===== src/rtl/srpl_pkg.sv =====
// ----------------------------------------------------------------------------
// srpl_pkg
// Types, codes and helpers shared by the S-record character parser.
// ----------------------------------------------------------------------------
`timescale 1ns / 1ps
`default_nettype none

package srpl_pkg;

  localparam int AddrBits = 16;

  localparam logic [7:0] ChS    = 8'h53;
  localparam logic [7:0] Ch0    = 8'h30;
  localparam logic [7:0] Ch9    = 8'h39;
  localparam logic [7:0] ChUA   = 8'h41;
  localparam logic [7:0] ChUF   = 8'h46;
  localparam logic [7:0] ChLA   = 8'h61;
  localparam logic [7:0] ChLF   = 8'h66;
  localparam logic [7:0] ChCr   = 8'h0D;
  localparam logic [7:0] ChLf   = 8'h0A;
  localparam logic [7:0] MinLen = 8'd3;
  localparam logic [7:0] SumOk  = 8'hFF;

  typedef enum logic [3:0] {
    PH_WAIT = 4'd0,
    PH_TYPE = 4'd1,
    PH_LEN  = 4'd2,
    PH_AHI  = 4'd3,
    PH_ALO  = 4'd4,
    PH_DATA = 4'd5,
    PH_CHK  = 4'd6,
    PH_HUNT = 4'd7
  } phase_t;

  typedef enum logic [1:0] {
    KIND_WRITE  = 2'd0,
    KIND_ACCEPT = 2'd1,
    KIND_ERROR  = 2'd2
  } kind_t;

  typedef enum logic [1:0] {
    TGT_PROGRAM  = 2'd0,
    TGT_DATA     = 2'd1,
    TGT_REGISTER = 2'd2
  } target_t;

  typedef enum logic [2:0] {
    ERR_MISSING_S = 3'd0,
    ERR_BAD_TYPE  = 3'd1,
    ERR_CHECKSUM  = 3'd2,
    ERR_BAD_HEX   = 3'd3,
    ERR_SHORT_LEN = 3'd4
  } error_t;

  localparam logic [3:0] TypeProgram  = 4'd1;
  localparam logic [3:0] TypeData     = 4'd2;
  localparam logic [3:0] TypeRegister = 4'd3;

  typedef struct packed {
    phase_t               phase;
    logic [3:0]           high_nibble;
    logic                 nibble_pending;
    logic [3:0]           type_digit;
    logic [7:0]           bytes_left;
    logic [7:0]           byte_index;
    logic [AddrBits-1:0]  base_address;
    logic [7:0]           running_sum;
  } parse_state_t;

  typedef struct packed {
    kind_t                kind;
    target_t              target;
    logic [AddrBits-1:0]  write_address;
    logic [7:0]           write_byte;
    logic [3:0]           record_type;
    error_t               error_code;
  } result_t;

  // {valid, value}
  function automatic logic [4:0] hex_decode(input logic [7:0] c);
    logic [7:0] d;
    d = 8'd0;
    hex_decode = 5'd0;
    if (c >= Ch0 && c <= Ch9) begin
      d = c - Ch0;
      hex_decode = {1'b1, d[3:0]};
    end else if (c >= ChUA && c <= ChUF) begin
      d = c - ChUA + 8'd10;
      hex_decode = {1'b1, d[3:0]};
    end else if (c >= ChLA && c <= ChLF) begin
      d = c - ChLA + 8'd10;
      hex_decode = {1'b1, d[3:0]};
    end
  endfunction

endpackage

`default_nettype wire


===== src/rtl/srpl_step.sv =====
// ----------------------------------------------------------------------------
// srpl_step
// Next-state and result logic for one character of the S-record stream.
// ----------------------------------------------------------------------------
`timescale 1ns / 1ps
`default_nettype none

module srpl_step (
  input  var srpl_pkg::parse_state_t state_i,
  input  var logic [7:0]             char_i,
  output srpl_pkg::parse_state_t     state_o,
  output logic                       res_valid_o,
  output srpl_pkg::result_t          res_o
);

  logic [4:0]                     hex;
  logic [7:0]                     byte_val;
  logic [7:0]                     sum_nxt;
  logic [7:0]                     left_nxt;
  logic [7:0]                     type_diff;
  logic [srpl_pkg::AddrBits-1:0]  data_addr;

  always_comb begin
    hex       = srpl_pkg::hex_decode(char_i);
    byte_val  = {state_i.high_nibble, hex[3:0]};
    sum_nxt   = state_i.running_sum + byte_val;
    left_nxt  = state_i.bytes_left - 8'd1;
    type_diff = char_i - srpl_pkg::Ch0;
    data_addr = state_i.base_address
              + {{(srpl_pkg::AddrBits-8){1'b0}}, state_i.byte_index};

    state_o     = state_i;
    res_valid_o = 1'b0;
    res_o       = '0;

    unique case (state_i.phase)
      srpl_pkg::PH_WAIT, srpl_pkg::PH_HUNT: begin
        if (char_i == srpl_pkg::ChS) begin
          state_o       = '0;
          state_o.phase = srpl_pkg::PH_TYPE;
        end else if (state_i.phase == srpl_pkg::PH_WAIT &&
                     char_i != srpl_pkg::ChCr && char_i != srpl_pkg::ChLf) begin
          res_valid_o          = 1'b1;
          res_o.kind           = srpl_pkg::KIND_ERROR;
          res_o.error_code     = srpl_pkg::ERR_MISSING_S;
          state_o.phase        = srpl_pkg::PH_HUNT;
          state_o.nibble_pending = 1'b0;
        end
      end
      srpl_pkg::PH_TYPE: begin
        if (char_i < srpl_pkg::Ch0 || char_i > srpl_pkg::Ch9) begin
          res_valid_o            = 1'b1;
          res_o.kind             = srpl_pkg::KIND_ERROR;
          res_o.error_code       = srpl_pkg::ERR_BAD_TYPE;
          state_o.phase          = srpl_pkg::PH_HUNT;
          state_o.nibble_pending = 1'b0;
        end else begin
          state_o.type_digit = type_diff[3:0];
          state_o.phase      = srpl_pkg::PH_LEN;
        end
      end
      srpl_pkg::PH_LEN, srpl_pkg::PH_AHI, srpl_pkg::PH_ALO,
      srpl_pkg::PH_DATA, srpl_pkg::PH_CHK: begin
        res_o.record_type = state_i.type_digit;
        if (!hex[4]) begin
          res_valid_o            = 1'b1;
          res_o.kind             = srpl_pkg::KIND_ERROR;
          res_o.error_code       = srpl_pkg::ERR_BAD_HEX;
          state_o.phase          = srpl_pkg::PH_HUNT;
          state_o.nibble_pending = 1'b0;
        end else if (!state_i.nibble_pending) begin
          state_o.high_nibble    = hex[3:0];
          state_o.nibble_pending = 1'b1;
        end else begin
          state_o.nibble_pending = 1'b0;
          state_o.running_sum    = sum_nxt;
          unique case (state_i.phase)
            srpl_pkg::PH_LEN: begin
              if (byte_val < srpl_pkg::MinLen) begin
                res_valid_o      = 1'b1;
                res_o.kind       = srpl_pkg::KIND_ERROR;
                res_o.error_code = srpl_pkg::ERR_SHORT_LEN;
                state_o.phase    = srpl_pkg::PH_HUNT;
              end else begin
                state_o.bytes_left = byte_val - srpl_pkg::MinLen;
                state_o.phase      = srpl_pkg::PH_AHI;
              end
            end
            srpl_pkg::PH_AHI: begin
              state_o.base_address = {byte_val, 8'h00};
              state_o.phase        = srpl_pkg::PH_ALO;
            end
            srpl_pkg::PH_ALO: begin
              state_o.base_address = {state_i.base_address[15:8], byte_val};
              state_o.phase = (state_i.bytes_left != 8'd0) ? srpl_pkg::PH_DATA
                                                           : srpl_pkg::PH_CHK;
            end
            srpl_pkg::PH_DATA: begin
              res_o.write_byte = byte_val;
              if (state_i.type_digit == srpl_pkg::TypeProgram) begin
                res_valid_o         = 1'b1;
                res_o.target        = srpl_pkg::TGT_PROGRAM;
                res_o.write_address = data_addr;
              end else if (state_i.type_digit == srpl_pkg::TypeData) begin
                res_valid_o         = 1'b1;
                res_o.target        = srpl_pkg::TGT_DATA;
                res_o.write_address = data_addr;
              end else if (state_i.type_digit == srpl_pkg::TypeRegister) begin
                res_valid_o         = 1'b1;
                res_o.target        = srpl_pkg::TGT_REGISTER;
                res_o.write_address = {{(srpl_pkg::AddrBits-8){1'b0}},
                                       state_i.base_address[7:0]};
              end
              res_o.kind         = srpl_pkg::KIND_WRITE;
              state_o.byte_index = state_i.byte_index + 8'd1;
              state_o.bytes_left = left_nxt;
              if (left_nxt == 8'd0) begin
                state_o.phase = srpl_pkg::PH_CHK;
              end
            end
            default: begin
              res_valid_o   = 1'b1;
              state_o.phase = srpl_pkg::PH_WAIT;
              if (sum_nxt == srpl_pkg::SumOk) begin
                res_o.kind = srpl_pkg::KIND_ACCEPT;
              end else begin
                res_o.kind       = srpl_pkg::KIND_ERROR;
                res_o.error_code = srpl_pkg::ERR_CHECKSUM;
              end
            end
          endcase
        end
      end
      default: begin
        state_o.phase = srpl_pkg::PH_HUNT;
      end
    endcase
  end

endmodule

`default_nettype wire


===== src/rtl/srecord_char_parser_loader_core.sv =====
// ----------------------------------------------------------------------------
// srecord_char_parser_loader_core
// S-record character parser: decodes records and emits memory writes and
// record status.
// ----------------------------------------------------------------------------
//   channel | ports                                   | direction
//   in      | in_valid, in_stall, in_char_in          | character in
//   out     | out_valid, out_stall, out_kind, ...     | result out
//
// One character per cycle sustained unless a result stall holds the input;
// each result passes through the input register, then the result register.
// The parse state updates as the character leaves the input register.
// Reset (rst_n low, synchronous) empties both registers and waits for 'S'.
// A stall on the result side holds the input register only when the waiting
// character produces a result.
// ----------------------------------------------------------------------------
`timescale 1ns / 1ps
`default_nettype none

module srecord_char_parser_loader_core (
  input  var logic                                clk,
  input  var logic                                rst_n,
  input  var logic                                in_valid,
  output logic                                    in_stall,
  input  var logic [7:0]                          in_char_in,
  output logic                                    out_valid,
  input  var logic                                out_stall,
  output logic [1:0]                              out_kind,
  output logic [1:0]                              out_target,
  output logic [srpl_pkg::AddrBits-1:0]           out_write_address,
  output logic [7:0]                              out_write_byte,
  output logic [3:0]                              out_record_type,
  output logic [2:0]                              out_error_code
);

  logic                    char_valid_r;
  logic [7:0]              char_r;
  srpl_pkg::parse_state_t  state_r;
  srpl_pkg::parse_state_t  state_nxt;
  logic                    res_valid;
  srpl_pkg::result_t       res;
  logic                    out_valid_r;
  srpl_pkg::result_t       out_r;
  logic                    out_free;
  logic                    advance;
  logic                    in_xfer;

  srpl_step u_step (
    .state_i     (state_r),
    .char_i      (char_r),
    .state_o     (state_nxt),
    .res_valid_o (res_valid),
    .res_o       (res)
  );

  assign out_free = !out_valid_r || !out_stall;
  assign advance  = char_valid_r && (!res_valid || out_free);
  assign in_stall = char_valid_r && !advance;
  assign in_xfer  = in_valid && !in_stall;

  always_ff @(posedge clk) begin
    if (!rst_n) begin
      char_valid_r <= 1'b0;
      out_valid_r  <= 1'b0;
      state_r      <= '0;
    end else begin
      if (in_xfer) begin
        char_valid_r <= 1'b1;
      end else if (advance) begin
        char_valid_r <= 1'b0;
      end
      if (advance) begin
        state_r <= state_nxt;
      end
      if (advance && res_valid) begin
        out_valid_r <= 1'b1;
      end else if (!out_stall) begin
        out_valid_r <= 1'b0;
      end
    end
  end

  always_ff @(posedge clk) begin
    if (in_xfer) begin
      char_r <= in_char_in;
    end
    if (advance && res_valid) begin
      out_r <= res;
    end
  end

  assign out_valid         = out_valid_r;
  assign out_kind          = out_r.kind;
  assign out_target        = out_r.target;
  assign out_write_address = out_r.write_address;
  assign out_write_byte    = out_r.write_byte;
  assign out_record_type   = out_r.record_type;
  assign out_error_code    = out_r.error_code;

endmodule

`default_nettype wire


===== config.mk =====
export PLATFORM = sky130hd
export DESIGN_NAME = srecord_char_parser_loader_core
export DESIGN_NICKNAME = d
export VERILOG_FILES = /design/src/rtl/srpl_pkg.sv /design/src/rtl/srpl_step.sv /design/src/rtl/srecord_char_parser_loader_core.sv
export SDC_FILE = /design/constraint.sdc
export NUM_CORES = 1
export LEC_CHECK = 0
export ABC_CLOCK_PERIOD_IN_PS = 4100
export BUFFER_PORTS_ARGS = -buffer_cell sky130_fd_sc_hd__buf_2
export CORE_MARGIN = 2
export CORE_UTILIZATION = 55
export DETAILED_ROUTE_END_ITERATION = 10
export GPL_TIMING_DRIVEN = 0
export PLACE_DENSITY = 0.79
export RECOVER_POWER = 50
export SETUP_SLACK_MARGIN = 0.02
export SYNTH_ARGS = -nofsm -noshare
export SYNTH_HDL_FRONTEND = slang
export SYNTH_HIERARCHICAL = 1
export SYNTH_SLANG_ARGS = --single-unit

===== constraint.sdc =====
create_clock -name clk -period 4.1 [get_ports clk]
set_clock_uncertainty 0.1 [all_clocks]
set_input_delay 0.615 -clock clk [delete_from_list [all_inputs] [get_ports clk]]
set_output_delay 0.615 -clock clk [all_outputs]
set_load 0.02 [all_outputs]

==> results.py, run 1 <==
metrics = {
    "placement": {
        "dpl.cell_count": 944,
        "portBuffers": 47,
        "dp_slack_ns": -0.753,
        "gp_congestion": 1.01,
        "dp_hpwl_um": 13900,
    },
    "global_routing": {
        "grt_use_total_pct": 29.9,
        "grt_pass1_vias": 5941,
        "grt_overflow": 0,
        "grt_first_pass_wirelength_um": 30100,
        "grt_max_degree": 36,
        "antenna_found_initial": 0,
    },
    "timing": {
        "worst_slew_pin_slew_ns": 0.846,
        "finalCritPeriodShare_pct": 103,
        "fin_crit_ns": 4.24,
        "fmax_mhz": 236,
        "holdWs_ns": 0.330,
        "hold_viol_final": 0,
        "drv_slew": 0,
        "grt_setup_unrepaired": "yes",
        "fin_ws_ns": -0.140,
        "setup_viol": 2,
        "slew_headroom_pct": 42.2,
    },
    "die": {
        "io_pins": 49,
        "core_area_um2": 11500,
        "die_h_um": 113,
        "dieWidth_um": 113,
        "dieArea_um2": 12800,
        "fp-row-count": 39,
        "initial_core_util_pct": 57.0,
    },
    "logic_synthesis": {
        "synth_compound_area_share_pct": 17.1,
        "synth.top_cell.area_share_pct": 19.7,
        "synth_top_family_by_area": "simple AND/OR/NAND/NOR gates",
        "async_flop_share_pct": 0,
        "ys_seq_elements": 98,
        "avgSynthCellArea_um2": 8.71,
        "synth_edf_count": 43,
        "yosysWarnings": 6,
        "yosysTopAreaCell": "edfxtp_1",
        "synthAdderAreaFrac_pct": 5.37,
        "seq_area_frac_synth_pct": 36.4,
        "yosys.area_share.xor_xnor_pct": 3.07,
        "synth_area_leaders": "edfxtp_1 (20%), dfxtp_1 (17%), nand2_1 (9.0%)",
        "synthDistinctLibCells": 76,
        "post_synth_instance_area_um2": 6570,
        "yosys.area_share.simple_pct": 23.2,
        "synth_fp_nets": 793,
        "ys.flop_type": "dfxtp_1",
        "synth.area.mux_share_pct": 9.22,
        "syn_inst": 754,
    },
    "finish": {
        "syn2layout_area_growth_pct": 15.1,
        "fillers": 965,
        "ff_latch_area_um2": 2390,
        "postLayoutCoreUtil_pct": 65.6,
        "multi_input_area_um2": 3910,
        "antenna_cells": 0,
        "final_cell_count_no_fill": 986,
        "final_layout_size_suffix_gt1_share_pct": 13.2,
        "fin_nets": 877,
    },
    "route": {
        "drcViolationCount": 5,
        "ant_nets": 0,
        "via_per_inst": 6.25,
        "finalWirelength_um": 18900,
        "firstDrtPassIters": 9,
        "wl_per_cell_um": 19.1,
        "vias": 6167,
        "first_iter_violations": 573,
    },
    "clock_network": {
        "numCtsBuffers": 9,
        "tritoncts": "built",
        "holdBufCountCts": 0,
        "numClockSinks": 98,
        "cts.reportedPaths.clkPinSlew_ns": 0.06,
        "cts_root_buf": "clkbuf_16",
        "cts_max_path_buffers": 2,
        "cts_htree_levels": 3,
        "clock_latency_ns": 0.36,
    },
    "worst_setup_path": {
        "path_max_fanout": 4,
        "start_kind": "register",
        "worstPathArrival_ns": 3.52,
        "cp.required_ns": 3.38,
        "endpoint_kind": "primary output",
        "crit_type": "reg -> out",
    },
    "status": {
        "violations": "DRC, setup timing",
        "status": "finished, violations left",
    },
    "worst_hold_path": {
        "hold_class": "in -> reg",
    },
    "power": {
        "pwr_density_cell_nw_per_um2": 325,
        "leakage_nw": 2.76,
        "ir_drop_mv": 0.204,
    },
    "job": {
        "cap_violations": 0,
    },
}
worst max-delay path: stages (launching register included):
cell      delay (ns)
edfxtp_1        0.42
buf_6           0.15
inv_6           0.05
ha_4            0.13
or3b_4          0.40
and2_4          0.20
nand2_4         0.08
o21ai_4         0.10
ha_4            0.18
inv_2           0.05
nand2_1         0.06
a21o_1          0.19
o32ai_4         0.26
and2_4          0.20
o211ai_1        0.11
o211ai_1        0.19
nand2_1         0.13
nor2_2          0.14
buf_6           0.13
path summary, 6_finish.rpt:
check                                         startpoint                  endpoint  slack, ns  cells past startpoint
worst min-delay path                       in_char_in[3]       char_r[3]$_DFFE_PP_       0.33                      1
worst max-delay path                 char_r[0]$_DFFE_PP_                  in_stall      -0.14                     18
worst min register to register  state_r[48]$_SDFFE_PN0P_  state_r[48]$_SDFFE_PN0P_       0.36                      2
worst max register to register       char_r[0]$_DFFE_PP_     out_kind[1]$_DFFE_PP_      -0.01                     17
metal layers:
layer	up-vias	track usage, %	share of wire (%)
met1	2917	37.3	41
li1	2881	-	-
met2	324	50.7	47
met4	0	14.6	3.6
met3	45	4.45	8.6
met5	-	0	0
per-stage QoR:
step,setup TNS [ns],power [mW],instance area (um2)
global placement,-55.53,1.53,6990
detailed placement,-56.90,1.53,6990
finish,-0.147,2.46,7560
floorplan,0,1.41,6570
CTS,-0.397,2.45,7560
global route,-3.97,2.53,7560
cell families (layout without fill, tap and decap cells):
family	count (synthesis)	count (layout)
and+or+nand+nor	319	319
AOI/OAI and AO/OA	158	158
DFF	98	98
buffers and inverters	68	157
muxes	60	60
adders and majority gates	27	27
xor gates and xnor gates	23	23
other	1	1
final cells by class:
cell class / instances / share of cell area, %
Clock inverter: 2 / 0.464
Timing Repair Buffer: 73 / 5.28
Multi-Input combinational cell: 588 / 51.7
Sequential cell: 98 / 31.7
Buffer: 43 / 3.56
Clock buffer: 14 / 3.64
Inverter: 25 / 1.31
Tap cell: 143 / 2.37
synthesized netlist by cell type (3+ instances only):
cell type / n
nand2_1: 157
mux2i_1: 56
dfxtp_1: 55
nor2_1: 50
edfxtp_1: 43
o21ai_0: 31
a21oi_1: 29
ha_1: 25
inv_1: 25
a22o_1: 21
clkbuf_1: 20
nor3_1: 16
nand3_1: 14
xor2_1: 12
buf_2: 11
xnor2_1: 11
and2_1: 10
nand4_1: 9
nor2b_1: 9
o211ai_1: 9
a21o_1: 8
and3_1: 8
a31oi_1: 7
nand2b_1: 7
nand3b_1: 6
o22ai_1: 6
o2bb2ai_1: 6
a211oi_1: 5
buf_4: 5
buf_8: 5
nor4_1: 5
o31ai_1: 5
mux2_2: 4
nor3b_1: 4
or2_2: 4
o21bai_1: 3
or4_1: 3
state kept, by name, indices dropped and copies added (netlist names):
register and count:
state_r 53, out_write_address 16, char_r 8, out_write_byte 8
out_record_type 4, out_error_code 3, out_kind 2, out_target 2
char_valid_r 1, out_valid 1
timing repair:
action / in CTS / in global routing
setup endpoints to repair: 102 / 92
pin swaps: 9 / 7
buffers inserted: 22 / 6
gates resized for setup: 28 / 5
cell usage in the layout (no fill, tap or decap), types with 7 or more instances in the layout:
| cell type | synthesis | layout |
|---|---|---|
| and3_1 | 8 | 8 |
| dfxtp_1 | 55 | 55 |
| nand2_1 | 157 | 155 |
| nor2b_1 | 9 | 8 |
| ha_1 | 25 | 22 |
| xor2_1 | 12 | 12 |
| nor2_1 | 50 | 48 |
| a22o_1 | 21 | 21 |
| edfxtp_1 | 43 | 43 |
| clkbuf_16 | 0 | 10 |
| nand2b_1 | 7 | 7 |
| nor3_1 | 16 | 16 |
| a21o_1 | 8 | 8 |
| buf_2 | 11 | 18 |
| a21oi_1 | 29 | 29 |
| nand4_1 | 9 | 9 |
| o21ai_0 | 31 | 30 |
| mux2i_1 | 56 | 56 |
| clkbuf_1 | 20 | 61 |
| inv_1 | 25 | 22 |
| o211ai_1 | 9 | 9 |
| buf_4 | 5 | 29 |
| nand3_1 | 14 | 14 |
| a31oi_1 | 7 | 7 |
| xnor2_1 | 11 | 11 |
report_power, final:
| group | switching (mW) | total, mW | internal [mW] |
|---|---|---|---|
| Clock | 0.373 | 0.900 | 0.527 |
| Sequential | 0.0163 | 1.09 | 1.07 |
| Combinational | 0.306 | 0.473 | 0.167 |
Power figures use the tool's default switching activity.
==> inputs of run 2 (changes only) <==
--- a/config.mk
+++ b/config.mk
@@ -9,6 +9,7 @@
 export BUFFER_PORTS_ARGS = -buffer_cell sky130_fd_sc_hd__buf_2
 export CORE_MARGIN = 2
 export CORE_UTILIZATION = 55
+export CTS_CLUSTER_DIAMETER = 200
 export DETAILED_ROUTE_END_ITERATION = 10
 export GPL_TIMING_DRIVEN = 0
 export PLACE_DENSITY = 0.79
==> constraint.sdc (replaced) <==
create_clock -name clk -period 4.1 [get_ports clk]
set_clock_uncertainty 0.1 [all_clocks]
set_input_delay 0.82 -clock clk [delete_from_list [all_inputs] [get_ports clk]]
set_output_delay 0.82 -clock clk [all_outputs]
set_load 0.02 [all_outputs]
==> run 2 against run 1 <==
  * The run still ends with DRC, setup timing left
  * Wire length shrank 1.8%
  * Sequential cell count is the same
  * Worst setup slack lost 0.25 ns
==> results.py, run 2 (synthesized netlist as in run 1, its figures left out) <==
metrics = {
    "power": {
        "ir_drop_mv": 0.182,
        "pwr_density_cell_nw_per_um2": 324,
        "leakage_nw": 2.74,
        "p_total_mw": 2.43,
    },
    "finish": {
        "final_common_cell": "nand2_1",
        "final_layout_size_suffix_gt1_share_pct": 13.1,
        "syn2layout_area_growth_pct": 14.3,
        "regMostFlops": "state_r",
        "final_cell_mix": "nand2_1 (154), mux2i_1 (56), clkbuf_1 (56), dfxtp_1 (55), nor2_1 (48)",
        "fin_area_um2": 7500,
        "largest_reg_flops": 53,
        "antenna_cells": 0,
        "final_cell_count_no_fill": 976,
        "fin_nets": 867,
        "postLayoutCoreUtil_pct": 65.1,
    },
    "timing": {
        "setup_viol": 1,
        "fin_crit_ns": 4.49,
        "hold_viol_final": 0,
        "drv_slew": 0,
        "slew_headroom_pct": 28.5,
        "holdWs_ns": 0.358,
        "worst_slew_pin_slew_ns": 1.05,
        "grt_setup_unrepaired": "yes",
        "tns_ns": -0.391,
        "finalCritPeriodShare_pct": 110,
        "fmax_mhz": 223,
        "fin_ws_ns": -0.391,
    },
    "global_routing": {
        "grt_max_degree": 36,
        "grt_first_pass_wirelength_um": 29400,
        "grt_overflow": 0,
        "antenna_found_initial": 0,
        "grt_use_total_pct": 29.5,
        "grt_pass1_vias": 5746,
    },
    "placement": {
        "dp_slack_ns": -0.788,
        "dp_hpwl_um": 13900,
        "dpl.cell_count": 944,
        "gp_congestion": 0.952,
        "portBuffers": 47,
        "dpl-instance-area_um2": 7020,
    },
    "die": {
        "dieWidth_um": 113,
        "io_pins": 49,
        "core_area_um2": 11500,
        "initial_core_util_pct": 57.0,
        "dieArea_um2": 12800,
        "fp-row-count": 39,
        "die_h_um": 113,
    },
    "worst_setup_path": {
        "endpoint_kind": "primary output",
        "slowest_stage": "edfxtp_1",
        "cp_top_family": "simple AND/OR/NAND/NOR gates",
        "start_kind": "register",
        "crit_buf_inv": 5,
        "path_max_fanout": 3,
        "cp.required_ns": 3.18,
        "critPathMaxStageDelay_ns": 0.42,
        "path_cells": "buf_6 -> inv_4 -> ha_4 -> or3b_4 -> nand2_4 -> nor2_4 -> a22oi_2 -> inv_2 -> ha_4 -> inv_2 -> nand2_2 -> a21o_1 -> o32ai_4 -> and2_4 -> o211ai_1 -> o211ai_1 -> nand2_1 -> nor2_4 -> buf_6",
        "worstPathArrival_ns": 3.57,
        "crit_type": "reg -> out",
    },
    "route": {
        "met2_wirelength_um": 8670,
        "wl_per_cell_um": 19.0,
        "via_per_inst": 6.15,
        "first_iter_violations": 554,
        "top_layer_used": "met4",
        "vias": 6003,
        "ant_nets": 0,
        "met1_length_um": 8100,
        "routed-wl-met3_um": 1190,
        "finalWirelength_um": 18500,
        "drcViolationCount": 3,
        "firstDrtPassIters": 8,
    },
    "clock_network": {
        "tritoncts": "built",
        "clock_latency_ns": 0.36,
        "numCtsBuffers": 9,
        "cts_root_buf": "clkbuf_16",
        "cts_htree_levels": 3,
        "cts.reportedPaths.clkPinSlew_ns": 0.07,
        "cts_max_path_buffers": 2,
        "numClockSinks": 98,
        "holdBufCountCts": 0,
    },
    "job": {
        "cap_violations": 0,
    },
    "status": {
        "status": "finished, violations left",
        "violations": "DRC, setup timing",
    },
    "worst_hold_path": {
        "hold_class": "reg -> reg",
    },
}
[run 2: changes by cell type in the layout (fill, tap and decap cells not counted), sizes merged]
cell | before | now
buf | 58 | 50
clkbuf | 72 | 67
clkinv | 1 | 2
clkinvlp | 0 | 1
inv | 25 | 26
[run 2: worst paths after layout]
| kind | startpoint | end | slack, ns | cells after the start |
|---|---|---|---|---|
| setup / recovery | char_r[0]$_DFFE_PP_ | in_stall | -0.39 | 19 |
| hold / removal | state_r[48]$_SDFFE_PN0P_ | state_r[48]$_SDFFE_PN0P_ | 0.36 | 2 |
| setup reg to reg | char_r[0]$_DFFE_PP_ | out_error_code[1]$_DFFE_PP_ | 0.01 | 16 |
| hold reg to reg | state_r[48]$_SDFFE_PN0P_ | state_r[48]$_SDFFE_PN0P_ | 0.36 | 2 |
[run 2: layout make-up]
class                   count  area [um2]
plain buffers              43         272
inverters                  25        96.3
fillers                   963        4010
repair buffers             63         320
well taps                 143         179
multi-input cells         588        3930
clock buffers              11         253
flip-flops and latches     98        2390
clock inverters             5        60.1
[run 2: where the power goes]
group          internal (mW)  leakage, nW  switching [mW]
logic                  0.150         1.73           0.299
clock network          0.509        0.152           0.389
registers               1.07        0.855          0.0162
[run 2: worst min-delay path: stages, from the launching register on]
cell	delay, ns
dfxtp_1	0.31
nand2_1	0.05
mux2i_1	0.05
[run 2: routing by layer]
layer  GRT usage, %  vias to the layer above
met5              0                        -
met4           12.7                        0
met3           4.66                       36
met2           48.6                      240
met1           38.5                     2858
li1               -                     2869
[run 2: what timing repair did]
item | 4_1_cts | 5_1_grt
setup endpoints to repair | 101 | 96
pin swaps | 9 | 0
buffers inserted | 16 | 0
gates resized for setup | 17 | 6
==> inputs of run 3 (changes only) <==
--- a/config.mk
+++ b/config.mk
@@ -8,11 +8,12 @@
 export ABC_CLOCK_PERIOD_IN_PS = 4100
 export BUFFER_PORTS_ARGS = -buffer_cell sky130_fd_sc_hd__buf_2
 export CORE_MARGIN = 2
-export CORE_UTILIZATION = 55
+export CORE_UTILIZATION = 57
+export CTS_BUF_LIST = sky130_fd_sc_hd__clkbuf_8
 export CTS_CLUSTER_DIAMETER = 200
 export DETAILED_ROUTE_END_ITERATION = 10
 export GPL_TIMING_DRIVEN = 0
-export PLACE_DENSITY = 0.79
+export PLACE_DENSITY = 0.81
 export RECOVER_POWER = 50
 export SETUP_SLACK_MARGIN = 0.02
 export SYNTH_ARGS = -nofsm -noshare
==> run 3 against run 2 <==
  * The run ends with setup timing left
  * Critical path depth fell by 1
  * Total power fell by 9.5%
  * Hold slack improved by 0.0071 ns
  * Worst setup slack got worse by 0.086 ns
  * Wire length rose by 0.92%
  * Combinational power fell by 0.9%
  * Sequential cell count did not move
  * Global-route usage rose by 1.3 points
  * Register-to-register slack barely moved
  * Final cell count did not move
  * Utilization barely moved
  * Clock power fell by 25%
  * Critical endpoint unchanged
==> results.py, run 3 (synthesized netlist as in run 1, its figures left out) <==
metrics = {
    "worst_setup_path": {
        "reg2regPathDepth": 16,
        "critPathMaxStageDelay_ns": 0.43,
        "reg2reg_from": "char_r[0]$_DFFE_PP_",
        "start_kind": "register",
        "ff2ff_setup_slack_ns": 0,
        "r2r_end": "out_kind[1]$_DFFE_PP_",
        "crit_buf_inv": 4,
        "path_max_fanout": 4,
        "path_cells": "buf_6 -> inv_4 -> ha_4 -> or3b_4 -> and2_2 -> nand2_2 -> o21ai_4 -> ha_4 -> inv_2 -> nand2_2 -> a21o_1 -> o32ai_4 -> and2_4 -> o211ai_1 -> o211ai_1 -> nand2_1 -> nor2_4 -> buf_6",
        "slowest_stage": "edfxtp_1",
        "crit_type": "reg -> out",
        "worstPathArrival_ns": 3.66,
        "endpoint_kind": "primary output",
        "cp_top_family": "simple AND/OR/NAND/NOR gates",
        "cp.required_ns": 3.18,
    },
    "worst_hold_path": {
        "min_to": "state_r[51]$_SDFFE_PN0P_",
        "hold_class": "reg -> reg",
        "worstHoldStart": "state_r[51]$_SDFFE_PN0P_",
        "hold_depth": 2,
    },
    "global_routing": {
        "met3_usage_pct": 5.12,
        "grt_overflow": 0,
        "antenna_found_initial": 1,
        "grt_use_met2_pct": 50.3,
        "busiest_layer": "met2",
        "grt_use_total_pct": 30.7,
        "grt_pass1_vias": 5982,
        "grt_util_met1_pct": 40.8,
        "grt_first_pass_wirelength_um": 30600,
        "grt_max_degree": 36,
    },
    "die": {
        "fp-row-count": 39,
        "io_pins": 49,
        "initial_core_util_pct": 58.0,
        "core_area_um2": 11300,
        "die_h_um": 111,
        "dieArea_um2": 12400,
        "dieWidth_um": 111,
    },
    "route": {
        "firstDrtPassIters": 5,
        "ant_nets": 0,
        "drcViolationCount": 0,
        "finalWirelength_um": 18700,
        "via_per_inst": 6.21,
        "first_iter_violations": 581,
        "vias": 6061,
        "wl_per_cell_um": 19.2,
    },
    "timing": {
        "hold_viol_final": 0,
        "fin_ws_ns": -0.477,
        "holdWs_ns": 0.365,
        "fmax_mhz": 218,
        "slew_headroom_pct": 41.0,
        "fin_crit_ns": 4.58,
        "drv_slew": 0,
        "worst_slew_pin_slew_ns": 0.863,
        "grt_setup_unrepaired": "yes",
        "setup_viol": 3,
        "finalCritPeriodShare_pct": 112,
    },
    "finish": {
        "final_cell_count_no_fill": 976,
        "largest_reg_flops": 53,
        "antenna_cells": 0,
        "regMostFlops": "state_r",
        "multi_input_area_um2": 3920,
        "final_common_cell": "nand2_1",
        "final_cell_mix": "nand2_1 (155), clkbuf_1 (58), mux2i_1 (56), dfxtp_1 (55), nor2_1 (48)",
        "final_layout_size_suffix_gt1_share_pct": 12.4,
        "fillers": 941,
        "ff_latch_area_um2": 2390,
        "syn2layout_area_growth_pct": 12.4,
        "fin_nets": 867,
    },
    "clock_network": {
        "numCtsBuffers": 9,
        "numClockSinks": 98,
        "holdBufCountCts": 0,
        "cts.reportedPaths.clkPinSlew_ns": 0.10,
        "tritoncts": "built",
        "clock_latency_ns": 0.40,
        "cts_htree_levels": 3,
        "cts_root_buf": "clkbuf_8",
        "cts_max_path_buffers": 2,
    },
    "power": {
        "leakage_nw": 2.68,
        "power_switching_mw": 0.694,
        "comb_power_share_pct": 20.2,
        "swShare_pct": 31.5,
        "ir_drop_mv": 0.297,
        "p_int_mw": 1.51,
        "seqPwrFrac_pct": 49.3,
        "power_frac_clock_pct": 30.4,
        "pwr_density_cell_nw_per_um2": 298,
    },
    "placement": {
        "dpl.cell_count": 944,
        "gp_congestion": 0.974,
        "portBuffers": 47,
        "dp_hpwl_um": 13500,
    },
    "job": {
        "cap_violations": 0,
    },
    "status": {
        "status": "finished, violations left",
        "violations": "setup timing",
    },
}
-- run 3: routing by layer --
metal | up-vias | wire length, um
li1 | 2849 | -
met1 | 2879 | 7900
met2 | 283 | 8760
met3 | 50 | 1470
met4 | 0 | 577
met5 | - | 0
-- run 3: metrics by stage --
| step | cell area, um2 | setup WS, ns | total power, mW | setup TNS [ns] | util [%] |
|---|---|---|---|---|---|
| final | 7380 | -0.477 | 2.20 | -0.479 | 65.2 |
| after floorplan | 6610 | 0.0206 | 1.41 | 0 | - |
| after global placement | 7020 | -0.631 | 1.52 | -25.00 | 62.0 |
| after CTS | 7410 | -0.381 | 2.21 | -0.384 | 65.5 |
| after detailed placement | 7020 | -0.682 | 1.53 | -31.13 | 62.0 |
| after global routing | 7380 | -0.666 | 2.28 | -4.24 | 65.2 |
-- run 3: final cells by class --
| type | count | share of cell area (%) |
|---|---|---|
| Multi-Input combinational cell | 588 | 53.1 |
| Timing Repair Buffer | 63 | 4.34 |
| Clock buffer | 9 | 1.68 |
| Inverter | 25 | 1.31 |
| Buffer | 43 | 3.65 |
| Clock inverter | 7 | 1.09 |
| Tap cell | 143 | 2.42 |
| Sequential cell | 98 | 32.4 |
-- run 3: timing repair --
item	CTS	global route
endpoints found under the setup margin	98	68
pin swaps	9	0
setup buffers	16	0
gates resized for setup	16	5
-- run 3: worst register-to-register path: cells and delay by family, from the launching register on --
kind / cells / cell delay (ns)
buffers and inverters: 3 / 0.35
XOR/XNOR: 1 / 0.20
adder cells (fa/ha/maj): 2 / 0.40
AND/OR/NAND/NOR: 5 / 1.32
AO/OA/AOI/OAI: 5 / 1.05
flip-flops: 1 / 0.43
-- run 3: power by group through the flow --
| stage | Sequential, mW | Combinational (mW) | Clock (mW) |
|---|---|---|---|
| floorplan | 1.15 | 0.261 | 0 |
| global placement | 1.11 | 0.416 | 0 |
| detailed placement | 1.11 | 0.418 | 0 |
| CTS | 1.09 | 0.441 | 0.679 |
| global route | 1.09 | 0.478 | 0.713 |
| finish | 1.09 | 0.446 | 0.669 |
-- run 3: worst max-delay path by stage --
stage,depth (start not counted),to,from
2_1_floorplan,18,in_stall,char_r[0]$_DFFE_PP_
3_3_place_gp,18,in_stall,char_r[1]$_DFFE_PP_
3_5_place_dp,18,in_stall,char_r[1]$_DFFE_PP_
4_1_cts,18,in_stall,char_r[0]$_DFFE_PP_
5_1_grt,19,in_stall,char_r[0]$_DFFE_PP_
6_report,18,in_stall,char_r[0]$_DFFE_PP_
